[src/rtl/npsm_pkg.sv]
// package: payload types, codes and constants of the shape matcher
`timescale 1ns / 1ps
`default_nettype none
package npsm_pkg;

  localparam int LEN_W  = 9;
  localparam int DIST_W = 48;

  localparam logic [1:0] MODE_LOAD  = 2'd0;
  localparam logic [1:0] MODE_QUERY = 2'd1;
  localparam logic [1:0] MODE_CLEAR = 2'd2;

  localparam logic [2:0] ST_MATCH = 3'd0;
  localparam logic [2:0] ST_EMPTY = 3'd1;
  localparam logic [2:0] ST_LEN   = 3'd2;
  localparam logic [2:0] ST_RANGE = 3'd3;
  localparam logic [2:0] ST_FULL  = 3'd4;

  localparam logic REG_FILTER   = 1'b0;
  localparam logic REG_NEIGHBOR = 1'b1;

  localparam logic [6:0] FILTER_RESET   = 7'd15;
  localparam logic [4:0] NEIGHBOR_RESET = 5'd4;

  localparam logic [DIST_W-1:0] DIST_MAX = {DIST_W{1'b1}};

  // floor(v / 100) = (v * RECIP_M) >> RECIP_SH for v below 2^17
  localparam logic [17:0] RECIP_M  = 18'd167773;
  localparam int          RECIP_SH = 24;

  typedef struct packed {
    logic [1:0]         mode;
    logic [9:0]         class_id;
    logic signed [15:0] point_x;
    logic signed [15:0] point_y;
    logic signed [15:0] sin_feature;
    logic signed [15:0] cos_feature;
    logic               last;
  } in_t;

  typedef struct packed {
    logic [2:0]        status;
    logic [2:0]        rank;
    logic [9:0]        class_id_res;
    logic [DIST_W-1:0] distance;
    logic              last_res;
  } out_t;

  typedef struct packed {
    logic              taken;
    logic [9:0]        cls;
    logic [LEN_W-1:0]  len;
    logic [DIST_W-1:0] sum;
  } entry_t;

  typedef struct packed {
    logic clr;
    logic shift;
  } ring_ctl_t;

  typedef enum logic [2:0] {
    S_IDLE, S_FEAT, S_SWEEP, S_KEPT, S_RANGE, S_SCAN, S_PICK, S_EMIT
  } state_t;

  typedef enum logic [2:0] {
    F_IDLE, F_MAG, F_SQRT, F_NORM, F_DIV
  } feat_state_t;

  function automatic out_t err_word(input logic [2:0] st);
    out_t w;
    w.status       = st;
    w.rank         = 3'd0;
    w.class_id_res = 10'd0;
    w.distance     = '0;
    w.last_res     = 1'b1;
    return w;
  endfunction

endpackage
`default_nettype wire

[src/rtl/npsm_cell.sv]
// one ring cell: holds a prototype's class, length, running sum and taken flag
`timescale 1ns / 1ps
`default_nettype none
module npsm_cell (
  input  wire logic                clk,
  input  wire logic                rst,
  input  wire npsm_pkg::ring_ctl_t ctl,
  input  wire logic                wr,
  input  wire logic [9:0]          wr_cls,
  input  wire logic [8:0]          wr_len,
  input  wire logic                take,
  input  wire npsm_pkg::entry_t    ent_in,
  output      npsm_pkg::entry_t    ent
);
  import npsm_pkg::*;

  always_ff @(posedge clk) begin
    if (rst) begin
      ent <= '0;
    end else if (ctl.clr) begin
      ent.sum   <= '0;
      ent.taken <= 1'b0;
    end else if (wr) begin
      ent.cls   <= wr_cls;
      ent.len   <= wr_len;
      ent.sum   <= '0;
      ent.taken <= 1'b0;
    end else if (take) begin
      ent.taken <= 1'b1;
    end else if (ctl.shift) begin
      ent <= ent_in;
    end
  end
endmodule
`default_nettype wire

[config.mk]
export PLATFORM = sky130hd
export DESIGN_NAME = npsm_cell
export DESIGN_NICKNAME = d
export VERILOG_FILES = /design/src/rtl/npsm_pkg.sv /design/src/rtl/npsm_cell.sv
export SDC_FILE = /design/constraint.sdc
export NUM_CORES = 1
export LEC_CHECK = 0
export BUFFER_PORTS_ARGS = -buffer_cell sky130_fd_sc_hd__buf_2
export CAP_MARGIN = 20
export CORE_MARGIN = 1.5
export CORE_UTILIZATION = 43
export CTS_CLUSTER_DIAMETER = 150
export CTS_CLUSTER_SIZE = 40
export DETAILED_ROUTE_END_ITERATION = 7
export PLACE_DENSITY = 0.83
export RECOVER_POWER = 25
export SYNTH_ARGS = -nofsm -noshare
export SYNTH_HDL_FRONTEND = slang
export SYNTH_SLANG_ARGS = --single-unit
export TNS_END_PERCENT = 1
[constraint.sdc]
create_clock -name clk -period 1.8 [get_ports clk]
set_clock_uncertainty 0.05 [all_clocks]
set_input_delay 0.36 -clock clk [delete_from_list [all_inputs] [get_ports clk]]
set_output_delay 0.36 -clock clk [all_outputs]
set_load 0.03 [all_outputs]
* After elaboration in Yosys (flattened, before gate mapping)
Cells that the tools add are included.
Storage, ports and cells: bits of input ports 93, logic and storage cells 16, bits in registers 68, output and inout bits 68
Operators by class: reduce and logical (&&, ||, !) cells 5, equality and inequality tests 1, multiplexer cells 4, bitwise operators 2
Operators by type and width (count):
- 2-to-1 mux 67 bit | 2
- 2-to-1 mux 68 bit | 1
- nonzero test 2 bit | 2
- AND reduction 3 bit | 1
- OR reduction 3 bit | 1
- inequality test 2 bit, second input constant | 1
- inverter 1 bit | 2
- AND reduction 2 bit | 1
- 2-to-1 mux 1 bit | 1

* Logic depth before layout (Yosys ltp)
Gate-level depths: netlist of run 1.
depth after elaboration 3, mapped depth 5, mapped depth without buffers 3

* Worst setup path after synthesis of run 1
No wires, ideal clock.
kind input -> register, from input port take, to register ent[48] (netlist name), stages 5, path slack 0.291 ns, required time 1.602 ns, setup time 0.148 ns, buffers on the path 2, data arrival time 1.310 ns, cell sequence or4b_1 buf_6 buf_12 nor2_4 a2111oi_2
Between the ends: longest elaborated chain between the ends 2
RTL lines:
- start: declaration | RTL line npsm_cell.sv:11 | input wire logic take,
- inequality test 2 bit (no source line)
- AND reduction 3 bit (no source line)
- end signal: assignment | RTL line npsm_cell.sv:31 | ent <= ent_in;
- end: declaration | RTL line npsm_cell.sv:13 | output npsm_pkg::entry_t ent
No other way between the ends. A chain may end at the register's enable or synchronous reset.

* Final worst setup path of run 1
from input port wr, to register ent[24] (netlist name)
Between the ends: longest elaborated chain between the ends 1
RTL lines:
- start: declaration | RTL line npsm_cell.sv:8 | input wire logic wr,
- OR reduction 3 bit (no source line)
No other way between the ends.

==> metrics.md, run 1 <==
| Metric | Value |
|---|---|
| Status | complete, no violations |
| Fin nets | 569 |
| Post-Syn Area | ~2700 um^2 |
| Worst skew pair latency | roughly 0.32 ns |
| Final critical-path share of the clock period | 78.06% |
| RSZ-0062 raised after global routing | false |
| Placed wire-length estimate | 5122 um |
| CTS root buf | clkbuf_8 |
| Vias/cell | 4.735 |
| Placer congestion estimate | 0.7367 |
| Tmin final | 1.405 ns |
| Top post-synthesis cells by area | dfxtp_1, nand2_1, a21oi_1, a2111oi_2, nor2_4 |
| Crit Path Category | in -> reg |
| WP data required | about 2.0 ns |
| # setup viols final | 0 |
| Worst R2R Setup Slack | around 0.85 ns |
| Die area | 6763 um^2 |
| Wirelength per Cell | 12.60 um |
| Reported leakage power | approximately 1.7 nW |
| Initial DRC count | roughly 100 |
| Biggest registers after layout | ent: 68 flops |
| Worst Tran Pin Value | 0.8023 ns |
| Chip Height | 82.24 um |
| Worst setup SP type | input port |
| Io pins | 161 |
| Syn Inst Count | 320 |
| Worst r2r src | ent[51]$_SDFFE_PP0P_ |
| Post-Route WL | 6994 um |
| Final ANT Viol Nets | 0 |
| Synth-to-layout area growth | 38.69% |
| CTS Buf Count | 9 |
| CTS sink cnt | between 60 and 70 |
| Initial antenna violation count | 0 |
| Crit path DAT | 1.59 ns |
| Reg2reg path depth | 2 |
| Clock slew at reported path FFs | 0.07 ns |
| CTS Buffer Depth | 2 |
| Syn_nets | 413 |
| GRT overflow | 0 |
| Synth cell count leaders | nand2_1, dfxtp_1, a21oi_1 |
| Post-synthesis async set-or-reset flop share | 0% |
| Quantity of gates resized following cts | 0 |
| Hold path depth | 3 |
| Ys flop type | dfxtp_1 |
| Initial DRT Pass Iterations | 4 |
| Pins Over Slew Limit | 0 |
| Most flops, register | ent |
| Register area share after synthesis | 50.42% |
| Global-route wire length before repair | 10370 um |
| EDFF count, synth | 0 |
| ANT cells | 0 |
| Post-synth cell types | 22 |
| FP Rows | 28 |
| Fin Hold WS | 0.2118 ns |
| CP Max Fanout | 45 |
| Yosys top cell area share | between 50% and 60% |
| Starting Density | 45.07% |
| Most numerous cell in the Yosys netlist | nand2_1 |
| Hold Startpoint | ent_in[23] |
| Layout cell share with drive strength beyond 1 | a little over two fifths |
| Critical R2R Capture | ent[51]$_SDFFE_PP0P_ |
| Max-cap violations | 0 |
| Fin. Hold Viols | 0 |
| Yosys warns | 0 |
| Slew margin rel. | 46.52% |
| Post-CTS Repair Setup Buffers | 0 |
| Total number of vias | 2628 |
| PnR Total Power | 3.229 mW |
| Area leader, netlist | dfxtp_1 |
| Max Fclk | 711.7 MHz |
| Die Width | 82.24 um |
| Pwr dens | approximately 860 nW/um^2 |
| Post-route DRC | 0 |
| #FFs+latches synth | about 70 |
| Htree depth | 3 |
| CTS Hold Bufs | 0 |
| CORE AREA | 5991 um^2 |
| Syn avg cell area | 8.438 um^2 |
| Number of flip-flops in the largest register | 68 |
| Worst min path class | in -> reg |
| Setup_tns | 0 ns |
| Largest net degree at the start of global routing | 49 |
| Hold endpoint | ent[23]$_SDFFE_PP0P_ |
| Setup crit end kind | flip-flop |
| Input/output buffers | 160 |
| CTS tree | built |
| Vias in the first global route | 2398 |
| GRT Util Overall | approximately a fifth |
| Worst VDD drop | 0.4746 mV |
-- routing by layer --
metal | part of all wire (%) | GRT usage [%] | vias up
li1 | - | - | 1347
met1 | 40 | 22.39 | 1179
met2 | 51 | 36.50 | 96
met3 | 7.1 | 5.604 | 6
met4 | 1.1 | 8.475 | 0
met5 | 0 | 0 | -
-- critical path, cell delays in order --
cell     delay, ns
buf_2         0.13
or3_1         0.42
buf_2         0.39
a21oi_1       0.26
-- how the worst max path moves through the flow --
stage / slack (ns) / cells past startpoint / start / to
6_report: 0.39 / 4 / wr / ent[24]$_SDFFE_PP0P_
5_1_grt: 0.30 / 4 / wr / ent[20]$_SDFFE_PP0P_
4_1_cts: 0.49 / 1 / ent[58]$_SDFFE_PP0P_ / ent[58]
3_5_place_dp: 0.15 / 5 / take / ent[51]$_SDFFE_PP0P_
3_3_place_gp: 0.21 / 5 / take / ent[54]$_SDFFE_PP0P_
2_1_floorplan: 0.29 / 5 / take / ent[48]$_SDFFE_PP0P_
-- layout by cell type, fill, tap and decap left out --
master,netlist,layout
buf_2,7,160
nand2_1,96,96
dfxtp_1,68,68
a21oi_1,48,48
nor2_1,28,28
inv_1,18,18
nor2_4,10,10
a2111oi_2,10,10
clkbuf_8,0,10
a2111oi_0,8,8
buf_4,1,4
buf_12,1,3
nor2b_1,2,2
clkinvlp_4,0,2
clkbuf_1,11,2
mux2i_1,1,1
nor2b_4,1,1
o21bai_2,1,1
mux2_2,1,1
or4b_1,1,1
nand2b_1,2,1
nand2b_2,0,1
or3_1,1,1
a211oi_1,1,1
bufinv_16,0,1
clkinv_2,0,1
-- stage by stage --
step / instances / util [%] / instance area (um^2) / setup WS (ns)
2_1_floorplan: 320 / - / 2700 / 0.2915
3_3_place_gp: 540 / 59.59 / 3570 / 0.2075
3_5_place_dp: 540 / 59.59 / 3570 / 0.1513
4_1_cts: 555 / 62.78 / 3761 / 0.4901
5_1_grt: 555 / 62.51 / 3745 / 0.2998
6_report: 555 / 62.51 / 3745 / 0.3949
-- power by group --
group / switching, mW / total (mW) / internal [mW]
clock: 0.543 / 1.21 / 0.668
sequential: 0.0228 / 1.57 / 1.55
combinational: 0.270 / 0.445 / 0.175
-- logic make-up after synthesis --
group                  share of synthesized area [%]
AOI/OAI and AO/OA                              17.75
buffers and inverters                          7.599
DFF                                            50.42
muxes                                         0.7878
and+or+nand+nor                                23.45
-- final cells by class --
class                           count  area (um^2)
Timing Repair Buffer              168        894.6
Multi-Input combinational cell    211         1136
Inverter                           18        67.56
Fill cell                         526         2246
Tap cell                           75        93.84
Clock buffer                       11        141.4
Sequential cell                    68         1361
Clock inverter                      4        50.05
Power figures use the tool's default switching activity.
==> run 2, diff against run 1 <==
--- a/config.mk
+++ b/config.mk
@@ -5,10 +5,11 @@
 export SDC_FILE = /design/constraint.sdc
 export NUM_CORES = 1
 export LEC_CHECK = 0
+export ABC_AREA = 1
 export BUFFER_PORTS_ARGS = -buffer_cell sky130_fd_sc_hd__buf_2
 export CAP_MARGIN = 20
 export CORE_MARGIN = 1.5
-export CORE_UTILIZATION = 43
+export CORE_UTILIZATION = 44
 export CTS_CLUSTER_DIAMETER = 150
 export CTS_CLUSTER_SIZE = 40
 export DETAILED_ROUTE_END_ITERATION = 7
==> constraint.sdc (replaced) <==
create_clock -name clk -period 1.47 [get_ports clk]
set_clock_uncertainty 0.05 [all_clocks]
set_input_delay 0.294 -clock clk [delete_from_list [all_inputs] [get_ports clk]]
set_output_delay 0.294 -clock clk [all_outputs]
set_load 0.03 [all_outputs]
==> metrics.md, run 2 <==
| Metric | Value |
|---|---|
| Status | complete, no violations |
| Most flops, register | ent |
| Post-Route WL | 7391 um |
| Final ANT Viol Nets | 0 |
| Storage element area | 1361 um^2 |
| Die area | just over 7000 um^2 |
| WP data required | 1.13 ns |
| Critical-path cell with the highest stage delay | dfxtp_1 |
| Biggest registers after layout | ent: 68 flops |
| # fillers | between 600 and 700 |
| Max incr delay on CP | approximately 0.33 ns |
| Setup crit end kind | output port |
| Multi-input gate area in the final layout | 1225 um^2 |
| Clock slew at reported path FFs | 0.08 ns |
| Slew margin rel. | around half |
| Largest net degree at the start of global routing | 49 |
| # setup viols final | 0 |
| Worst VDD drop | 0.8150 mV |
| Worst Tran Pin Value | 0.7729 ns |
| Top post-synthesis cells by area | dfxtp_1, nand2_1, a21oi_1, nor2_1, inv_1 |
| Most frequent cells in the layout | nand2_1, buf_2, dfxtp_1, nor2_1, a21oi_1 |
| CTS Hold Bufs | 0 |
| CTS sink cnt | 68 |
| Worst setup SP type | flip-flop |
| Crit Path Category | reg -> out |
| Starting Density | 45.79% |
| Setup WS pre-CTS | -0.06552 ns |
| Syn avg cell area | 6.616 um^2 |
| Post-Syn Area | approximately 2900 um^2 |
| Htree depth | 3 |
| Io pins | 161 |
| GRT overflow | 0 |
| GRT Util Overall | 20.55% |
| CP Max Fanout | 2 |
| Synth cell count leaders | nand2_1, dfxtp_1, nor2_1 |
| Commonest non-fill, non-tap cell in the layout | nand2_1 |
| Wirelength per Cell | ~11 um |
| Layout cell share with drive strength beyond 1 | 29.77% |
| Fin nets | slightly below 700 |
| Worst min path class | in -> reg |
| CTS Buf Count | 9 |
| Final critical-path share of the clock period | 89.63% |
| Most numerous cell in the Yosys netlist | nand2_1 |
| ANT cells | 0 |
| Crit-path leading delay family | flip-flops |
| FP Rows | 29 |
| Final Worst Setup Slack | 0.1524 ns |
| Die Width | around 85 um |
| Crit path DAT | 0.97 ns |
| CTS root buf | clkbuf_8 |
| Yosys top cell area share | around 47% |
| Initial antenna violation count | 0 |
| Synth-to-layout area growth | 35.77% |
| Initial DRT Pass Iterations | 4 |
| EDFF count, synth | 0 |
| Fin. Hold Viols | 0 |
| #FFs+latches synth | just under 70 |
| Syn_nets | roughly 540 |
| CORE AREA | 6386 um^2 |
| Tmin final | roughly 1.3 ns |
| CTS tree | built |
| Placed wire-length estimate | roughly 5300 um |
| Post-route DRC | 0 |
| Pins Over Slew Limit | 0 |
| Max-cap violations | 0 |
| Reported leakage power | 2.126 nW |
| Worst Path Buf+Inv | 1 |
| Area leader, netlist | dfxtp_1 |
| Post-synth cell types | 15 |
| Quantity of gates resized following cts | 0 |
| Pwr dens | 1141 nW/um^2 |
| Initial DRC count | 88 |
| Post-CTS Repair Setup Buffers | 0 |
| Vias in the first global route | between 2k and 3k |
| Total number of vias | 3125 |
| Setup_tns | 0 ns |
| Yosys warns | 0 |
| Number of flip-flops in the largest register | 68 |
| Vias/cell | about 4.6 |
| Max Fclk | between 700 and 800 MHz |
| RSZ-0062 raised after global routing | false |
| Ys flop type | dfxtp_1 |
| Post-synthesis async set-or-reset flop share | 0% |
| Chip Height | between 80 and 90 um |
| Worst skew pair latency | 0.33 ns |
| Placer congestion estimate | 0.7678 |
| Input/output buffers | between 150 and 200 |
| Global-route wire length before repair | 12030 um |
| Register area share after synthesis | 46.56% |
| Syn Inst Count | 442 |
| CTS Buffer Depth | 2 |
| Crit path cell chain | clkbuf_1 |
-- run 2: changes by cell type after synthesis, sizes merged, moves of 2 or more --
cell	before	now
nand2	96	196
inv	18	43
nor2	38	57
a2111oi	18	0
buf	12	26
clkbuf	11	1
nor2b	3	0
nand2b	2	0
nand3	0	2
-- run 2: worst register-to-register path, cell delays in order, from the launching register on --
cell	delay, ns
dfxtp_1	0.32
nand2_1	0.07
nand2_1	0.04
o21bai_1	0.12
inv_1	0.05
-- run 2: layout make-up --
type                    instances  area share (%)
well taps                      77           2.427
multi-input cells             304           30.85
inverters                      43           4.066
clock inverters                 6           3.435
flip-flops and latches         68           34.29
clock buffers                  10           3.215
repair buffers                167           21.71
-- run 2: path summary, 6_finish.rpt --
| path | startpoint | to | slack (ns) | cells past startpoint |
|---|---|---|---|---|
| max reg2reg | ent[67]$_SDFFE_PP0P_ | ent[67]$_SDFFE_PP0P_ | 0.73 | 4 |
| min reg2reg | ent[12]$_SDFFE_PP0P_ | ent[12]$_SDFFE_PP0P_ | 0.41 | 2 |
| min | ent_in[0] | ent[0]$_SDFFE_PP0P_ | 0.16 | 3 |
| max | ent[65]$_SDFFE_PP0P_ | ent[65] | 0.15 | 1 |
-- run 2: per-layer routing --
| metal | vias up | routed length [um] | GRT usage, % |
|---|---|---|---|
| met2 | 109 | 3684 | 37.81 |
| met4 | 0 | 142 | 9.824 |
| met5 | - | 0 | 0 |
| met3 | 17 | 527 | 5.703 |
| met1 | 1380 | 3037 | 21.42 |
| li1 | 1619 | - | - |
-- run 2: cell families after synthesis --
| kind of cell | Yosys count | share of synthesized area [%] |
|---|---|---|
| buffers and inverters | 70 | 11.72 |
| DFF | 68 | 46.56 |
| AOI/OAI and AO/OA | 49 | 8.472 |
| and+or+nand+nor | 255 | 33.25 |
-- run 2: power breakdown --
group / switching [mW] / total (mW) / internal [mW]
clock: 0.693 / 2.00 / 1.30
combinational: 0.381 / 0.606 / 0.225
sequential: 0.0296 / 1.93 / 1.90
-- run 2: metrics by stage --
step	cells	power (mW)	util (%)	hold slack, ns	instance area [um^2]
3_3_place_gp	659	2.571	58.48	0.3947	3735
6_report	675	4.529	62.17	0.1568	3970
3_5_place_dp	659	2.587	58.48	0.3997	3735
2_1_floorplan	442	2.365	-	0.3611	2924
4_1_cts	675	4.584	62.62	0.1412	3999
5_1_grt	675	4.723	62.17	0.1435	3970
